[src/rtl/spla_pkg.sv]
// Shared definitions for the session pool allocator: field widths, request,
// status and register codes, sequencer states and the control bundles.
// No dependencies; every other file of the block imports this package.
package spla_pkg;

   // Default sizes of the slot pool and the worker set.
   localparam int MAX_SLOTS_DEF   = 64;
   localparam int MAX_WORKERS_DEF = 8;

   // Fixed widths of the request, response and register fields.
   localparam int REQ_TYPE_W    = 2;
   localparam int SLOT_PORT_W   = 6;
   localparam int STATUS_W      = 3;
   localparam int WORKER_PORT_W = 3;
   localparam int CSR_INDEX_W   = 2;
   localparam int CSR_DATA_W    = 4;
   localparam int NUM_WORKERS_W = 4;
   localparam int SESSIONS_W    = 4;

   // Per-worker load counters saturate at their top value.
   localparam int LOAD_W = 7;
   localparam logic [LOAD_W-1:0] LOAD_MAX = LOAD_W'(127);

   // The idle slot search looks at one group of this many slots per cycle.
   localparam int SCAN_CHUNK  = 8;
   localparam int CHUNK_POS_W = 3;

   typedef enum logic [REQ_TYPE_W-1:0] {
      REQ_INIT  = 2'd0,
      REQ_START = 2'd1,
      REQ_OPEN  = 2'd2,
      REQ_CLOSE = 2'd3
   } req_code_type;

   typedef enum logic [STATUS_W-1:0] {
      STAT_OK       = 3'd0,
      STAT_NOT_INIT = 3'd1,
      STAT_NO_IDLE  = 3'd2,
      STAT_INVALID  = 3'd3,
      STAT_NOT_OPEN = 3'd4
   } status_type;

   typedef enum logic [CSR_INDEX_W-1:0] {
      CSR_ACCEL       = 2'd0,
      CSR_NUM_WORKERS = 2'd1,
      CSR_SESSIONS    = 2'd2
   } csr_index_type;

   typedef enum logic [2:0] {
      FSM_IDLE,
      FSM_DECODE,
      FSM_INIT_POOL,
      FSM_INIT_FILL,
      FSM_SCAN,
      FSM_CLOSE_RD,
      FSM_FINISH
   } fsm_type;

   // Commands from the sequencer to the slot pool.
   typedef struct packed {
      logic init_fill;
      logic scan_start;
      logic open_commit;
      logic close_commit;
   } pool_ctrl_type;

   // Commands from the sequencer to the worker load unit.
   typedef struct packed {
      logic clear;
      logic scan_start;
      logic inc;
      logic dec;
   } load_ctrl_type;

endpackage

[src/rtl/spla_load.sv]
// Worker load counters and the iterative least-loaded search, which runs one
// shared compare over the active workers, one worker per cycle.
// Depends on spla_pkg.
module spla_load #(
   parameter int  MAX_WORKERS = spla_pkg::MAX_WORKERS_DEF,
   localparam int WRK_W       = (MAX_WORKERS > 1) ? $clog2(MAX_WORKERS) : 1,
   localparam int CNT_W       = $clog2(MAX_WORKERS + 1)
) (
   input  logic                    clock,
   input  logic                    reset,
   input  spla_pkg::load_ctrl_type ctrl,
   input  logic [CNT_W-1:0]        active_workers,
   input  logic [WRK_W-1:0]        dec_worker,
   output logic                    busy,
   output logic [WRK_W-1:0]        best_worker
);
   import spla_pkg::*;

   logic [LOAD_W-1:0] load_ff [MAX_WORKERS];
   logic [LOAD_W-1:0] load_in [MAX_WORKERS];
   logic              busy_ff, busy_in;
   logic [WRK_W-1:0]  idx_ff, idx_in;
   logic [WRK_W-1:0]  best_ff, best_in;
   logic [LOAD_W-1:0] best_load_ff, best_load_in;
   logic [LOAD_W-1:0] cand_load;
   logic [CNT_W-1:0]  idx_next;

   assign cand_load   = load_ff[idx_ff];
   assign idx_next    = CNT_W'(idx_ff) + CNT_W'(1);
   assign busy        = busy_ff;
   assign best_worker = best_ff;

   // Search: worker 0 is the first candidate; a strictly lower load replaces it,
   // so the lowest index wins a tie.
   always_comb begin
      busy_in      = busy_ff;
      idx_in       = idx_ff;
      best_in      = best_ff;
      best_load_in = best_load_ff;
      if (ctrl.scan_start) begin
         idx_in       = WRK_W'(1);
         best_in      = '0;
         best_load_in = load_ff[0];
         busy_in      = (active_workers > CNT_W'(1));
      end else if (busy_ff) begin
         if (cand_load < best_load_ff) begin
            best_in      = idx_ff;
            best_load_in = cand_load;
         end
         if (idx_next >= active_workers) begin
            busy_in = 1'b0;
         end else begin
            idx_in = WRK_W'(idx_next);
         end
      end
   end

   // Counter updates: each counter looks only at its own value.
   always_comb begin
      for (int j = 0; j < MAX_WORKERS; j++) begin
         load_in[j] = load_ff[j];
         if (ctrl.clear) begin
            load_in[j] = '0;
         end else if (ctrl.inc && (best_ff == WRK_W'(j)) && (load_ff[j] != LOAD_MAX)) begin
            load_in[j] = load_ff[j] + LOAD_W'(1);
         end else if (ctrl.dec && (dec_worker == WRK_W'(j)) && (load_ff[j] != '0)) begin
            load_in[j] = load_ff[j] - LOAD_W'(1);
         end
      end
   end

   always_ff @(posedge clock) begin
      if (reset) begin
         busy_ff <= 1'b0;
         for (int j = 0; j < MAX_WORKERS; j++) begin
            load_ff[j] <= '0;
         end
      end else begin
         busy_ff <= busy_in;
         load_ff <= load_in;
      end
   end

   always_ff @(posedge clock) begin
      idx_ff       <= idx_in;
      best_ff      <= best_in;
      best_load_ff <= best_load_in;
   end

endmodule

[src/rtl/spla_pool.sv]
// Slot pool: idle and open flags per slot, the worker binding memory and the
// lowest idle slot search, which looks at one group of eight slots per cycle.
// Depends on spla_pkg.
module spla_pool #(
   parameter int  MAX_SLOTS   = spla_pkg::MAX_SLOTS_DEF,
   parameter int  MAX_WORKERS = spla_pkg::MAX_WORKERS_DEF,
   localparam int SLOT_W      = (MAX_SLOTS > 1) ? $clog2(MAX_SLOTS) : 1,
   localparam int WRK_W       = (MAX_WORKERS > 1) ? $clog2(MAX_WORKERS) : 1,
   localparam int POOL_W      = $clog2(MAX_SLOTS + 1)
) (
   input  logic                    clock,
   input  logic                    reset,
   input  spla_pkg::pool_ctrl_type ctrl,
   input  logic [POOL_W-1:0]       pool_size,
   input  logic [SLOT_W-1:0]       access_slot,
   input  logic [WRK_W-1:0]        bind_worker,
   output logic                    busy,
   output logic                    found,
   output logic [SLOT_W-1:0]       found_slot,
   output logic                    access_open,
   output logic [WRK_W-1:0]        access_worker
);
   import spla_pkg::*;

   localparam int NUM_CHUNKS = (MAX_SLOTS + SCAN_CHUNK - 1) / SCAN_CHUNK;
   localparam int PAD_SLOTS  = NUM_CHUNKS * SCAN_CHUNK;
   localparam int CH_W       = (NUM_CHUNKS > 1) ? $clog2(NUM_CHUNKS) : 1;

   logic [MAX_SLOTS-1:0]   idle_ff, idle_in;
   logic [MAX_SLOTS-1:0]   open_ff, open_in;
   logic [PAD_SLOTS-1:0]   idle_pad;
   logic [SCAN_CHUNK-1:0]  chunk_bits;
   logic                   chunk_hit;
   logic [CHUNK_POS_W-1:0] chunk_pos;
   logic [CH_W-1:0]        chunk_ff, chunk_in;
   logic                   busy_ff, busy_in;
   logic                   found_ff, found_in;
   logic [SLOT_W-1:0]      found_slot_ff, found_slot_in;
   logic [WRK_W-1:0]       worker_mem [MAX_SLOTS];
   logic [WRK_W-1:0]       rd_data_ff;

   assign idle_pad      = PAD_SLOTS'(idle_ff);
   assign chunk_bits    = idle_pad[chunk_ff*SCAN_CHUNK +: SCAN_CHUNK];
   assign busy          = busy_ff;
   assign found         = found_ff;
   assign found_slot    = found_slot_ff;
   assign access_open   = open_ff[access_slot];
   assign access_worker = rd_data_ff;

   // Lowest set bit of the current group.
   always_comb begin
      chunk_hit = 1'b0;
      chunk_pos = '0;
      for (int b = SCAN_CHUNK - 1; b >= 0; b--) begin
         if (chunk_bits[b]) begin
            chunk_hit = 1'b1;
            chunk_pos = CHUNK_POS_W'(b);
         end
      end
   end

   // Group sequencer: stops at the first group with an idle slot, or after the last group.
   always_comb begin
      busy_in       = busy_ff;
      chunk_in      = chunk_ff;
      found_in      = found_ff;
      found_slot_in = found_slot_ff;
      if (ctrl.scan_start) begin
         busy_in  = 1'b1;
         chunk_in = '0;
         found_in = 1'b0;
      end else if (busy_ff) begin
         if (chunk_hit) begin
            found_in      = 1'b1;
            found_slot_in = SLOT_W'({chunk_ff, chunk_pos});
            busy_in       = 1'b0;
         end else if (chunk_ff == CH_W'(NUM_CHUNKS - 1)) begin
            busy_in = 1'b0;
         end else begin
            chunk_in = chunk_ff + CH_W'(1);
         end
      end
   end

   // Slot flags: init rebuilds the pool, open and close move one slot.
   always_comb begin
      idle_in = idle_ff;
      open_in = open_ff;
      if (ctrl.init_fill) begin
         for (int i = 0; i < MAX_SLOTS; i++) begin
            idle_in[i] = (POOL_W'(i) < pool_size);
         end
         open_in = '0;
      end else if (ctrl.open_commit) begin
         idle_in[found_slot_ff] = 1'b0;
         open_in[found_slot_ff] = 1'b1;
      end else if (ctrl.close_commit) begin
         idle_in[access_slot] = 1'b1;
         open_in[access_slot] = 1'b0;
      end
   end

   always_ff @(posedge clock) begin
      if (reset) begin
         idle_ff  <= '0;
         open_ff  <= '0;
         busy_ff  <= 1'b0;
         found_ff <= 1'b0;
      end else begin
         idle_ff  <= idle_in;
         open_ff  <= open_in;
         busy_ff  <= busy_in;
         found_ff <= found_in;
      end
   end

   always_ff @(posedge clock) begin
      chunk_ff      <= chunk_in;
      found_slot_ff <= found_slot_in;
   end

   // Worker binding memory: written by a granted open, read through an output register.
   always_ff @(posedge clock) begin
      if (ctrl.open_commit) begin
         worker_mem[found_slot_ff] <= bind_worker;
      end
      rd_data_ff <= worker_mem[access_slot];
   end

endmodule

[src/rtl/session_pool_least_loaded_allocator_unit.sv]
// Session pool allocator with least-loaded worker binding.
// Request channel (req_valid, req_stall, req_type, req_slot_in) carries init,
// start, open and close requests; one response (rsp_status, rsp_slot_out,
// rsp_worker_out) follows every request, in order, on rsp_valid / rsp_stall.
// The csr channel writes accel_requested (0), num_workers (1) and
// sessions_per_worker (2); it is always ready and takes effect at next init.
// One request is worked on at a time; req_stall is high from acceptance until
// the response is loaded into the output register. Each request is decoded,
// then finished, where the response is loaded; init adds the pool latch and
// fill steps, close adds the binding read, and open waits in the scan step for
// the slot search, which stops at the first eight-slot group with an idle slot
// (at most 8 groups for 64 slots), and the worker search over the active
// workers. The slot search and the worker search run side by side.
// The next request can be taken in the cycle after the response is registered.
// A stalled response holds in the output register; the block finishes the
// current request and waits for the register to free up.
// Reset clears the pool and all loads, leaves the block uninitialized and
// sets the registers to accel off, one worker, eight slots per worker.
module session_pool_least_loaded_allocator_unit #(
   parameter int MAX_SLOTS   = spla_pkg::MAX_SLOTS_DEF,
   parameter int MAX_WORKERS = spla_pkg::MAX_WORKERS_DEF
) (
   input  logic                               clock,
   input  logic                               reset,
   input  logic                               req_valid,
   output logic                               req_stall,
   input  logic [spla_pkg::REQ_TYPE_W-1:0]    req_type,
   input  logic [spla_pkg::SLOT_PORT_W-1:0]   req_slot_in,
   output logic                               rsp_valid,
   input  logic                               rsp_stall,
   output logic [spla_pkg::STATUS_W-1:0]      rsp_status,
   output logic [spla_pkg::SLOT_PORT_W-1:0]   rsp_slot_out,
   output logic [spla_pkg::WORKER_PORT_W-1:0] rsp_worker_out,
   input  logic                               csr_valid,
   output logic                               csr_ready,
   input  logic [spla_pkg::CSR_INDEX_W-1:0]   csr_index,
   input  logic [spla_pkg::CSR_DATA_W-1:0]    csr_data
);
   import spla_pkg::*;

   localparam int SLOT_W = (MAX_SLOTS > 1) ? $clog2(MAX_SLOTS) : 1;
   localparam int WRK_W  = (MAX_WORKERS > 1) ? $clog2(MAX_WORKERS) : 1;
   localparam int CNT_W  = $clog2(MAX_WORKERS + 1);
   localparam int POOL_W = $clog2(MAX_SLOTS + 1);
   localparam int CALC_W = $clog2(MAX_WORKERS * ((1 << SESSIONS_W) - 1) + MAX_SLOTS + 1);
   localparam logic [NUM_WORKERS_W-1:0] NUM_WORKERS_RESET = NUM_WORKERS_W'(1);
   localparam logic [SESSIONS_W-1:0]    SESSIONS_RESET    = SESSIONS_W'(8);

   fsm_type                     state_ff, state_in;
   logic                        accel_ff;
   logic [NUM_WORKERS_W-1:0]    nworkers_ff;
   logic [SESSIONS_W-1:0]       sessions_ff;
   logic                        ready_ff, ready_in;
   logic [CNT_W-1:0]            active_ff, active_in;
   logic [POOL_W-1:0]           pool_ff, pool_in;
   logic                        latch_pool;
   req_code_type                req_code_ff;
   logic [SLOT_PORT_W-1:0]      slot_req_ff;
   status_type                  res_status_ff, res_status_in;
   logic [SLOT_PORT_W-1:0]      res_slot_ff, res_slot_in;
   logic [WORKER_PORT_W-1:0]    res_worker_ff, res_worker_in;
   logic                        out_load;
   logic                        rsp_valid_ff, rsp_valid_in;
   status_type                  rsp_status_ff;
   logic [SLOT_PORT_W-1:0]      rsp_slot_ff;
   logic [WORKER_PORT_W-1:0]    rsp_worker_ff;
   logic                        req_accept;
   logic                        slot_in_range;
   logic [CALC_W-1:0]           nw_ext, w_sat, prod, pool_calc;
   pool_ctrl_type               pool_ctrl;
   load_ctrl_type               load_ctrl;
   logic                        pool_busy, pool_found, access_open;
   logic [SLOT_W-1:0]           found_slot;
   logic [WRK_W-1:0]            access_worker, best_worker;
   logic                        load_busy;

   assign req_stall      = (state_ff != FSM_IDLE);
   assign req_accept     = req_valid && !req_stall;
   assign csr_ready      = 1'b1;
   assign rsp_valid      = rsp_valid_ff;
   assign rsp_status     = rsp_status_ff;
   assign rsp_slot_out   = rsp_slot_ff;
   assign rsp_worker_out = rsp_worker_ff;
   assign slot_in_range  = (32'(slot_req_ff) < 32'(MAX_SLOTS));

   // Configuration registers.
   always_ff @(posedge clock) begin
      if (reset) begin
         accel_ff    <= 1'b0;
         nworkers_ff <= NUM_WORKERS_RESET;
         sessions_ff <= SESSIONS_RESET;
      end else if (csr_valid && csr_ready) begin
         case (csr_index_type'(csr_index))
            CSR_ACCEL:       accel_ff    <= csr_data[0];
            CSR_NUM_WORKERS: nworkers_ff <= csr_data;
            CSR_SESSIONS:    sessions_ff <= csr_data;
            default: ;
         endcase
      end
   end

   // Pool size and active worker count from the registers, latched at init.
   always_comb begin
      nw_ext = CALC_W'(nworkers_ff);
      if (nw_ext == '0) begin
         w_sat = CALC_W'(1);
      end else if (nw_ext > CALC_W'(MAX_WORKERS)) begin
         w_sat = CALC_W'(MAX_WORKERS);
      end else begin
         w_sat = nw_ext;
      end
      prod = w_sat * CALC_W'(sessions_ff);
      if (nw_ext == '0) begin
         pool_calc = '0;
      end else if (prod > CALC_W'(MAX_SLOTS)) begin
         pool_calc = CALC_W'(MAX_SLOTS);
      end else begin
         pool_calc = prod;
      end
      pool_in   = POOL_W'(pool_calc);
      active_in = CNT_W'(w_sat);
   end

   // Sequencer: next state, unit commands and the pending result.
   always_comb begin
      state_in      = state_ff;
      ready_in      = ready_ff;
      latch_pool    = 1'b0;
      pool_ctrl     = '0;
      load_ctrl     = '0;
      res_status_in = res_status_ff;
      res_slot_in   = res_slot_ff;
      res_worker_in = res_worker_ff;
      out_load      = 1'b0;
      case (state_ff)
         FSM_IDLE: begin
            if (req_accept) begin
               state_in = FSM_DECODE;
            end
         end
         FSM_DECODE: begin
            res_status_in = STAT_OK;
            res_slot_in   = '0;
            res_worker_in = '0;
            state_in      = FSM_FINISH;
            case (req_code_ff)
               REQ_INIT: begin
                  if (accel_ff) begin
                     res_status_in = STAT_INVALID;
                     ready_in      = 1'b0;
                  end else begin
                     state_in = FSM_INIT_POOL;
                  end
               end
               REQ_START: begin
                  if (!ready_ff) begin
                     res_status_in = STAT_NOT_INIT;
                  end
               end
               REQ_OPEN: begin
                  if (!ready_ff) begin
                     res_status_in = STAT_NOT_INIT;
                  end else begin
                     pool_ctrl.scan_start = 1'b1;
                     load_ctrl.scan_start = 1'b1;
                     state_in             = FSM_SCAN;
                  end
               end
               REQ_CLOSE: begin
                  if (!slot_in_range || !access_open) begin
                     res_status_in = STAT_NOT_OPEN;
                  end else begin
                     state_in = FSM_CLOSE_RD;
                  end
               end
               default: ;
            endcase
         end
         FSM_INIT_POOL: begin
            latch_pool = 1'b1;
            state_in   = FSM_INIT_FILL;
         end
         FSM_INIT_FILL: begin
            pool_ctrl.init_fill = 1'b1;
            load_ctrl.clear     = 1'b1;
            ready_in            = 1'b1;
            state_in            = FSM_FINISH;
         end
         FSM_SCAN: begin
            if (!pool_busy && !load_busy) begin
               state_in = FSM_FINISH;
               if (!pool_found) begin
                  res_status_in = STAT_NO_IDLE;
               end else begin
                  pool_ctrl.open_commit = 1'b1;
                  load_ctrl.inc         = 1'b1;
                  res_slot_in           = SLOT_PORT_W'(found_slot);
                  res_worker_in         = WORKER_PORT_W'(best_worker);
               end
            end
         end
         FSM_CLOSE_RD: begin
            pool_ctrl.close_commit = 1'b1;
            load_ctrl.dec          = 1'b1;
            res_worker_in          = WORKER_PORT_W'(access_worker);
            state_in               = FSM_FINISH;
         end
         FSM_FINISH: begin
            if (!rsp_valid_ff || !rsp_stall) begin
               out_load = 1'b1;
               state_in = FSM_IDLE;
            end
         end
         default: state_in = FSM_IDLE;
      endcase
   end

   always_comb begin
      rsp_valid_in = out_load || (rsp_valid_ff && rsp_stall);
   end

   // Control registers.
   always_ff @(posedge clock) begin
      if (reset) begin
         state_ff     <= FSM_IDLE;
         ready_ff     <= 1'b0;
         active_ff    <= CNT_W'(1);
         rsp_valid_ff <= 1'b0;
      end else begin
         state_ff     <= state_in;
         ready_ff     <= ready_in;
         rsp_valid_ff <= rsp_valid_in;
         if (latch_pool) begin
            active_ff <= active_in;
         end
      end
   end

   // Request, pool size, pending result and output payload.
   always_ff @(posedge clock) begin
      if (req_accept) begin
         req_code_ff <= req_code_type'(req_type);
         slot_req_ff <= req_slot_in;
      end
      if (latch_pool) begin
         pool_ff <= pool_in;
      end
      res_status_ff <= res_status_in;
      res_slot_ff   <= res_slot_in;
      res_worker_ff <= res_worker_in;
      if (out_load) begin
         rsp_status_ff <= res_status_ff;
         rsp_slot_ff   <= res_slot_ff;
         rsp_worker_ff <= res_worker_ff;
      end
   end

   spla_pool #(
      .MAX_SLOTS   (MAX_SLOTS),
      .MAX_WORKERS (MAX_WORKERS)
   ) u_pool (
      .clock         (clock),
      .reset         (reset),
      .ctrl          (pool_ctrl),
      .pool_size     (pool_ff),
      .access_slot   (SLOT_W'(slot_req_ff)),
      .bind_worker   (best_worker),
      .busy          (pool_busy),
      .found         (pool_found),
      .found_slot    (found_slot),
      .access_open   (access_open),
      .access_worker (access_worker)
   );

   spla_load #(
      .MAX_WORKERS (MAX_WORKERS)
   ) u_load (
      .clock          (clock),
      .reset          (reset),
      .ctrl           (load_ctrl),
      .active_workers (active_ff),
      .dec_worker     (access_worker),
      .busy           (load_busy),
      .best_worker    (best_worker)
   );

endmodule

[config.mk]
export PLATFORM = sky130hd
export DESIGN_NAME = session_pool_least_loaded_allocator_unit
export DESIGN_NICKNAME = d
export VERILOG_FILES = /design/src/rtl/spla_pkg.sv /design/src/rtl/spla_load.sv /design/src/rtl/spla_pool.sv /design/src/rtl/session_pool_least_loaded_allocator_unit.sv
export SDC_FILE = /design/constraint.sdc
export NUM_CORES = 1
export LEC_CHECK = 0
export ABC_AREA = 1
export ABC_CLOCK_PERIOD_IN_PS = 10000
export BUFFER_PORTS_ARGS = -buffer_cell sky130_fd_sc_hd__buf_2
export CELL_PAD_IN_SITES_DETAIL_PLACEMENT = 0
export CELL_PAD_IN_SITES_GLOBAL_PLACEMENT = 1
export CORE_ASPECT_RATIO = 0.5
export CORE_MARGIN = 1
export CORE_UTILIZATION = 49
export CTS_CLUSTER_SIZE = 30
export DETAILED_ROUTE_END_ITERATION = 10
export HOLD_SLACK_MARGIN = 0.03
export PLACE_DENSITY_LB_ADDON = 0.12
export SETUP_SLACK_MARGIN = 0.02
export SLEW_MARGIN = 5
export SYNTH_ARGS = -nofsm -noshare
export SYNTH_HDL_FRONTEND = slang
export SYNTH_SLANG_ARGS = --single-unit
[constraint.sdc]
create_clock -name clock -period 10 [get_ports clock]
set_input_delay 1.5 -clock clock [delete_from_list [all_inputs] [get_ports clock]]
set_output_delay 1.5 -clock clock [all_outputs]
set_load 0.02 [all_outputs]
==> results.md <==
- Critical Path Source Type: flip-flop
- Synthesized netlist cell count: between 2,000 and 3,000
- Syn_area_per_cell: approximately 8.7 µm²
- Top layer in use: met4
- Cell Pwr Density: around 210 nW/µm²
- CTS hold repair buffers: 0
- Die area: between 40,000 and 50,000 µm²
- Avg WL per Cell: 21.8 µm
- FP Rows: 55
- DPL Wire Length: 46,300 µm
- Yosys cell types: 57
- Setup crit end kind: flip-flop
- Post-synthesis async set-or-reset flop share: 0%
- DR pass1 iterations: 7
- Number of synthesis warnings: 0
- First-pass GRT wire length: roughly 110,000 µm
- ANT nets after route: 0
- Num CTS Buffers: 44
- Worst hold slack: 0.419 ns
- Peak supply drop: 116 µV
- Clock slew at reported path FFs: ~0.060 ns
- Post-synthesis sequential area ratio: around 51%
- Setup ws final: about 6.1 ns
- Clock insertion delay at the later pin of the skew report: a little under 0.6 ns
- Worst-margin pin slew: between 1 and 1.5 ns
- I/O Pins: 34
- Share of the synthesized area in the top cell type: a little under a third
- Most common cell after layout, fill and taps aside: nand2_1
- Main synth FF type: edfxtp_1
- Design area: between 20,000 and 30,000 µm²
- Die height: about 160 µm
- # port buffers: 32
- Relative slew slack: around 19%
- Final setup violation count: 0
- Met1 Wirelength: about 32,000 µm
- Commonest non-fill, non-tap cells in the layout: nand2_1 (447), o21ai_0 (337), inv_1 (290)
- Clk_skew: ~0.040 ns
- Fin util: a little over half
- Unrepaired setup endpoints after global routing: no
- Mapped Nets: ~2,800
- GRT overflow: 0
- Die width: between 300 and 400 µm
- Via count: just under 20,000
- Starting density of the core: 50.4%
- Max FO, Critical Path: 14
- Layout cells sized above 1: 7.21%
- Footprint of the multi-input gates: 9640 µm²
- Total of max-cap violations: 0
- Vias in the first global route: about 18,000
- Min-delay worst type: reg -> reg
- Fillcell total: between 4,000 and 5,000
- Area leader, netlist: edfxtp_1
- Upper clock frequency limit: about 260 MHz
- Post-synth EDFFs: 244
- Number of remaining DRC errors: 0
- Placed Instance Area: 23,600 µm²
- Syn-to-layout area delta: 8.57%
- TNS Setup: 0 ns
- Root Driver: clkbuf_16
- H-tree lvl count: 2
- Post-CTS setup buffer count: 0
- Initial antenna violation count: 1
- FF+latch area: about 12,000 µm²
- DRT iter0 DRCs: 2,184
- Global Route Usage Sum: between 30% and 40%
- Top post-synthesis cells by area: edfxtp_1 (32%), dfxtp_1 (19%), o21ai_0 (7.3%)
- Synthesized cell area: ~23,000 µm²
- Fin crit period: slightly below 4 ns
- GPL Wtd Cong: slightly above 0.9
- Routed WL: 71,900 µm
- Pre-CTS setup slack: 6.15 ns
- CTS sink cnt: between 400 and 500
- Final Hold Fails: 0
- Crit path DAT: roughly 4.4 ns
- Met2 wire len: around 32,000 µm
- CTS-repair resized insts: 0
- Fin nets: approximately 2,700
- Pleak: around 9.4 nW
- CP Class: reg -> reg
- CTS tree: yes
- Fin. max-slew vios: 0
- CP required: 10.48 ns
- Seq cells post-synth: between 400 and 500
- # diodes: 0
- Longest Clk Path Bufs: 3
- Core ar.: roughly 46,000 µm²
- Pin count of the biggest net entering global routing: 111
- Vias/cell: just under 6
- Period utilization: between 30% and 40%
- Status: completed
- Met3 wire len: about 6000 µm
[final timing paths]
kind / startpoint / endpoint / slack [ns] / cells after the start
setup / recovery: state_ff[1] / u_load.load_ff[34] / 6.08 / 16
hold / removal: res_slot_ff[5] / rsp_slot_out[5] / 0.42 / 0
setup reg to reg: state_ff[1] / u_load.load_ff[34] / 6.08 / 16
hold reg to reg: res_slot_ff[5] / rsp_slot_out[5] / 0.42 / 0
[sequential cells by signal (all words and copies together), names as in the netlist, 4 cells and up]
name and flops:
u_pool.open_ff 64, slot_req_ff 6, active_ff 4, res_slot_ff 6
u_pool.worker_mem 192, u_load.best_load_ff 7, nworkers_ff 4, rsp_slot_out 6
u_load.load_ff 56, pool_ff 7, u_pool.idle_ff 64, sessions_ff 4
u_pool.found_slot 6
[layer usage]
metal / global-route usage, % / vias to the layer above
met5: 0 / -
met4: 7.66 / 0
met3: 5.61 / 123
met2: 47.4 / 724
met1: 42.5 / 9424
li1: - / 9222
[critical path: stages, from the launching register on]
cell and delay [ns]:
dfxtp_1 0.37, inv_4 0.13, nand3_4 0.18, nor2_2 0.16, nand3_2 0.40, inv_1 0.61
nand3_1 0.40, fa_1 0.52, a21oi_1 0.17, o21bai_1 0.10, nand2_1 0.07, nand2_1 0.05
a21oi_1 0.19, nand3_1 0.11, o21ai_1 0.11, o21ai_0 0.10, a21oi_1 0.17
[power by group]
group          switching (W)  internal (W)  leakage, nW
sequential         0.0000794       0.00220         3.90
clock               0.000763      0.000908        0.685
combinational       0.000974      0.000318         4.84
total                0.00182       0.00342         9.42
[through the flow]
stage,instances,total power (W)
final,3302,0.00524
after global placement,3221,0.00357
after floorplan,2664,0.00313
after CTS,3302,0.00523
after global routing,3302,0.00546
after detailed placement,3221,0.00357
[cells in the mapped netlist (23+ instances only)]
| cell type | instances |
|---|---|
| buf_2 | 41 |
| dfxtp_1 | 217 |
| a31oi_1 | 94 |
| edfxtp_1 | 244 |
| o21ai_0 | 337 |
| o211ai_1 | 29 |
| a22oi_1 | 29 |
| nand4_1 | 34 |
| clkbuf_1 | 66 |
| a21oi_1 | 180 |
| xnor2_1 | 23 |
| a221oi_1 | 24 |
| ha_1 | 68 |
| nor3_1 | 33 |
| inv_1 | 290 |
| nor2_1 | 192 |
| nand2_1 | 447 |
| nand3_1 | 105 |
[final cells by class]
cell class,count,share of cell area (%)
sequential,461,46.6
multi-input combinational,1762,38.5
clock buffer,54,4.76
inverter,311,4.67
tap,627,3.13
timing repair buffer,60,1.48
clock inverter,27,0.904
[cells by family (layout without fill, tap and decap cells)]
group	after synthesis	count (layout)	synth area share, %
fa+ha+maj	80	80	4.73
flops	461	461	50.6
simple gates	862	862	16.0
other cells	1	1	0.0162
compound gates	777	777	19.2
buf+inv	441	452	7.83
mux	7	7	0.309
xor+xnor	35	35	1.33
No activity file was read; power rests on OpenSTA's default activity.
